File: config.mk
export PLATFORM = sky130hd
export DESIGN_NAME = swamm_ctrl
export DESIGN_NICKNAME = d
export VERILOG_FILES = /design/src/sv/swamm_pkg.sv /design/src/sv/swamm_ctrl.sv
export SDC_FILE = /design/constraint.sdc
export NUM_CORES = 1
export LEC_CHECK = 0
export BUFFER_PORTS_ARGS = -buffer_cell sky130_fd_sc_hd__buf_2
export CORE_AREA = 2 2 39 41
export CTS_CLUSTER_SIZE = 28
export DETAILED_ROUTE_END_ITERATION = 10
export DIE_AREA = 0 0 41 43
export GPL_ROUTABILITY_DRIVEN = 0
export SLEW_MARGIN = 10
export SYNTH_ARGS = -nofsm -noshare
export SYNTH_HDL_FRONTEND = slang
export SYNTH_SLANG_ARGS = --single-unit
File: constraint.sdc
create_clock -name clk -period 2.6 [get_ports clk]
set_input_delay 0.78 -clock clk [delete_from_list [all_inputs] [get_ports clk]]
set_output_delay 0.78 -clock clk [all_outputs]
set_load 0.02 [all_outputs]
File: src/sv/swamm_pkg.sv
// ---------------------------------------------------------------------------
// swamm_pkg: shared types and constants
// Data widths, register map constants and the command/status bundles that
// join the controller and the datapath of the sliding-window statistics block.
// ---------------------------------------------------------------------------
package swamm_pkg;

	// sample and result width
	localparam int DATA_W  = 32;
	// width of the window register field
	localparam int CFG_W   = 9;
	// APB address and data widths
	localparam int ADDR_W  = 3;
	localparam int PDATA_W = 32;
	// smallest allowed window
	localparam int MIN_WIN = 2;

	// register index (paddr[2])
	localparam logic REG_WINDOW = 1'b0;

	typedef logic signed [DATA_W-1:0] data_t;

	// min/max markers after a clear
	localparam data_t MIN_INIT = 32'sh7FFF_FFFF;
	localparam data_t MAX_INIT = -32'sd1;

	// controller -> datapath commands
	typedef struct packed {
		logic take;       // input transfer: capture sample, read old slot
		logic upd;        // update ring, sum, pointer, count, min/max
		logic scan_rd;    // issue one rescan read
		logic div_start;  // launch the divider
		logic load_out;   // load the output register
	} cmd_t;

	// datapath -> controller status
	typedef struct packed {
		logic rescan;     // evicted sample was the tracked min or max
		logic scan_last;  // rescan read address is the last window entry
		logic div_done;   // quotient ready
		logic out_free;   // output register can take a result
	} sts_t;

endpackage

File: src/sv/swamm_ctrl.sv
// ---------------------------------------------------------------------------
// swamm_ctrl: controller
// Sequences one item: old-slot read, update, optional rescan, division and
// hand-off to the output register.
// ---------------------------------------------------------------------------
module swamm_ctrl (
	input  logic            clk,
	input  logic            arst_n,
	input  logic            in_valid,
	output logic            in_ready,
	output swamm_pkg::cmd_t cmd,
	input  swamm_pkg::sts_t sts
);
	import swamm_pkg::*;

	typedef enum logic [6:0] {
		ST_IDLE = 7'b0000001,
		ST_UPD  = 7'b0000010,
		ST_SCAN = 7'b0000100,
		ST_TAIL = 7'b0001000,
		ST_DIVS = 7'b0010000,
		ST_DIVW = 7'b0100000,
		ST_DONE = 7'b1000000
	} state_t;

	state_t state_q;
	state_t state_d;

	assign in_ready = (state_q == ST_IDLE);

	// next state and commands
	always_comb begin
		state_d       = state_q;
		cmd           = '0;
		cmd.take      = in_valid && in_ready;
		case (state_q)
			ST_IDLE: begin
				if (in_valid)
					state_d = ST_UPD;
			end
			ST_UPD: begin
				cmd.upd = 1'b1;
				state_d = sts.rescan ? ST_SCAN : ST_DIVS;
			end
			ST_SCAN: begin
				cmd.scan_rd = 1'b1;
				if (sts.scan_last)
					state_d = ST_TAIL;
			end
			ST_TAIL: begin
				// last scan entry lands this cycle
				state_d = ST_DIVS;
			end
			ST_DIVS: begin
				cmd.div_start = 1'b1;
				state_d       = ST_DIVW;
			end
			ST_DIVW: begin
				if (sts.div_done)
					state_d = ST_DONE;
			end
			ST_DONE: begin
				if (sts.out_free) begin
					cmd.load_out = 1'b1;
					state_d      = ST_IDLE;
				end
			end
			default: begin
				state_d = ST_IDLE;
			end
		endcase
	end

	always_ff @(posedge clk or negedge arst_n) begin
		if (!arst_n)
			state_q <= ST_IDLE;
		else
			state_q <= state_d;
	end

endmodule

==> flow_summary_export.csv <==
group,metric,value,unit
floorplanning,die_area,0.00176,mm²
setup_path,r2r_cells,5,
yosys,synth_compound_area_share,17.6,%
cts,cts_hold_buf,0,
timing,fin_crit_sh,98.1,%
layout,multi_input_area,270,µm²
setup_path,startpoint_type,"flip-flop",
yosys,synth_top_family_by_area,"simple AND/OR/NAND/NOR gates",
detailed_routing,antenna_left,0,
layout,top_register,"state_q",
yosys,synth_nets,49,
detailed_routing,finalWirelength,935,µm
setup_path,cpMaxStageDelayCell,"or4_4",
floorplanning,die_width,41,µm
yosys,syn_avg_cell_area,11.0,µm²
yosys,ys_warn_count,0,
setup_path,critical_path_class,"reg -> out",
min_path,min_path_type,"in -> async",
yosys,async_reset_ff_share,100,%
grt,grt_max_degree,8,
layout,largest_registers,"state_q: 7 flops",
setup_path,crit_path_end_kind,"output port",
yosys,synthCells,42,
pwr,vdd_drop_max,0.000351,V
setup_path,path_delay_family,"simple AND/OR/NAND/NOR gates",
timing,skew,0.00143,ns
yosys,synth_edf_count,0,
yosys,synthMuxAreaShare,0,%
cts,root_buffer,"clkbuf_4",
detailed_routing,wl_per_cell,11.7,µm
layout,layout_commonest_cell,"buf_2",
layout,insertedDiodeCount,0,
layout,fillCellCount,137,
grt,grt_pass1_wl,1.42,mm
status,status,"finished clean",
timing,relSlewSlack,72.4,%
setup_path,worst-path-stages,4,
timing,setup_viol,0,
run,cap_viol_max_count,0,
layout,areaGrowthSynthToFinish,35.1,%
layout,drive_gt1_share,43.8,%
layout,layoutNonFillerInstCount,80,
yosys,synth_cell_types,24,
place,portBuffers,12,
floorplanning,core,0.00138,mm²
yosys,netlist_area,463,µm²
cts,clock_sinks,7,
grt,antenna_found_initial,0,
timing,tightest_slew,0.411,ns
setup_path,rr_endpoint,"state_q[0]$_DFFE_PN1P_",
timing,hold_violations,0,
detailed_routing,drt-initial-drc-count,1,
layout,nets,72,
setup_path,worst_ep_arrival_time,1.77,ns
setup_path,timing.critical_path.buf_inv,2,
layout,largest_reg_flops,7,
cts,path_clk_slew,0.05,ns
floorplanning,row_count,14,
place,hpwl,729,µm
pwr,powerDensity,940,mW/mm²
setup_path,crit_top_cell,"buf_4",
detailed_routing,drc_errors,0,
yosys,ys.flop_type,"dfrtp_1",
floorplanning,ios,13,
cts,clockBufferDepth,2,
pwr,total_power,0.000588,W
cts,cts_tree,"yes",
floorplanning,start_util,33.5,%
timing,rsz0062_at_grt,"true",
setup_path,path_max_fanout,3,
cts,cts_buffers,3,
yosys,synth.ff_latch_count,7,
timing,fmax,392,MHz
yosys,synth-simple-area-share,36.5,%
yosys,synth-adder-area-share,0,%
timing,slew_viol_final,0,
layout,final_cell_mix,"buf_2, buf_4, dfrtp_1, inv_1",
timing,fin_crit,2.55,ns
place,dpl.cell_count,71,
yosys,synth_xor_area_share,3.78,%
cts,cts_max_level,1,
grt,grt.total_usage,12.1,%
grt,grt_overflow,0,
cts,insertion_delay,0.25,ns
setup_path,path_cells,"or4_4 > buf_4 > nor4b_4 > buf_4",
setup_path,slowest_delay,0.58,ns
detailed_routing,dr.pass1.iters,2,
detailed_routing,dr_total_vias,402,
setup_path,rrSetupSlack,0.82,ns
floorplanning,die_h,43,µm
grt,grt_pass1_vias,393,
setup_path,r2r-start,"state_q[5]$_DFFE_PN0P_",
yosys,yosysSeqAreaShare,38.1,%
setup_path,worstPathRequired,1.82,ns
detailed_routing,vias_per_cell,5.03,
layout,regArea,176,µm²
pwr,p_leak,0.306,nW
what timing repair did:
item	CTS	global route
endpoints found under the setup margin	2	3
gates resized for setup	2	2
buffers inserted	4	1
pin swaps	2	4
endpoints found under the hold margin	0	0
gates cloned	0	0
metrics by stage:
stage	utilization, %	setup WS [ns]	cell area, µm²	TNS [ns]	hold WS [ns]
floorplan	-	0.0922	463	0	0.484
global placement	39.8	0.205	551	0	0.617
detailed placement	39.8	0.171	551	0	0.619
CTS	44.2	-0.00788	612	-0.00788	0.350
global route	45.2	-0.0348	626	-0.0656	0.339
finish	45.2	0.0483	626	0	0.353
worst register-to-register path: cells and delay by family (launching register included):
family	cells	cell delay [ns]
and+or+nand+nor	1	0.39
AOI/OAI and AO/OA	2	0.66
DFF	1	0.38
buffers and inverters	2	0.28
metal layers:
layer | global-route usage [%] | vias up | routed length (µm)
met5 | 0 | - | 0
met4 | 8.00 | 0 | 19
met3 | 3.14 | 2 | 30
met2 | 18.8 | 8 | 462
met1 | 13.6 | 186 | 424
li1 | - | 206 | -
where the power goes:
group          internal, W  switching, W
sequential        0.000140     0.0000540
combinational     0.000163      0.000136
clock            0.0000584     0.0000372
area by class of cell:
cell class,count,area share [%]
Timing Repair Buffer,18,18.2
Tap cell,16,3.20
Multi-Input combinational cell,30,43.2
Sequential cell,7,28.2
Clock buffer,4,4.20
Inverter,5,3.00
worst max path at each step:
stage,endpoint,start
floorplan,cmd[4],state_q[5]$_DFFE_PN0P_
global placement,cmd[4],state_q[5]$_DFFE_PN0P_
detailed placement,cmd[4],state_q[5]$_DFFE_PN0P_
CTS,cmd[4],state_q[2]$_DFFE_PN0P_
global route,cmd[4],state_q[5]$_DFFE_PN0P_
finish,cmd[1],state_q[5]$_DFFE_PN0P_
cell usage after synthesis, types with 2 or more instances:
cell type	number	area, µm²
and2_1	3	18.8
dfrtp_1	6	150
inv_1	5	18.8
nor2_1	2	7.51
nor4b_4	3	71.3
o2111ai_1	2	17.5
o21ai_0	2	10.0
or3b_1	2	17.5
xor2_1	2	17.5
logic make-up after synthesis:
family,after synthesis
and+or+nand+nor,18
buffers and inverters,5
AOI/OAI and AO/OA,10
xor gates and xnor gates,2
DFF,7
Power figures use the tool's default switching activity.
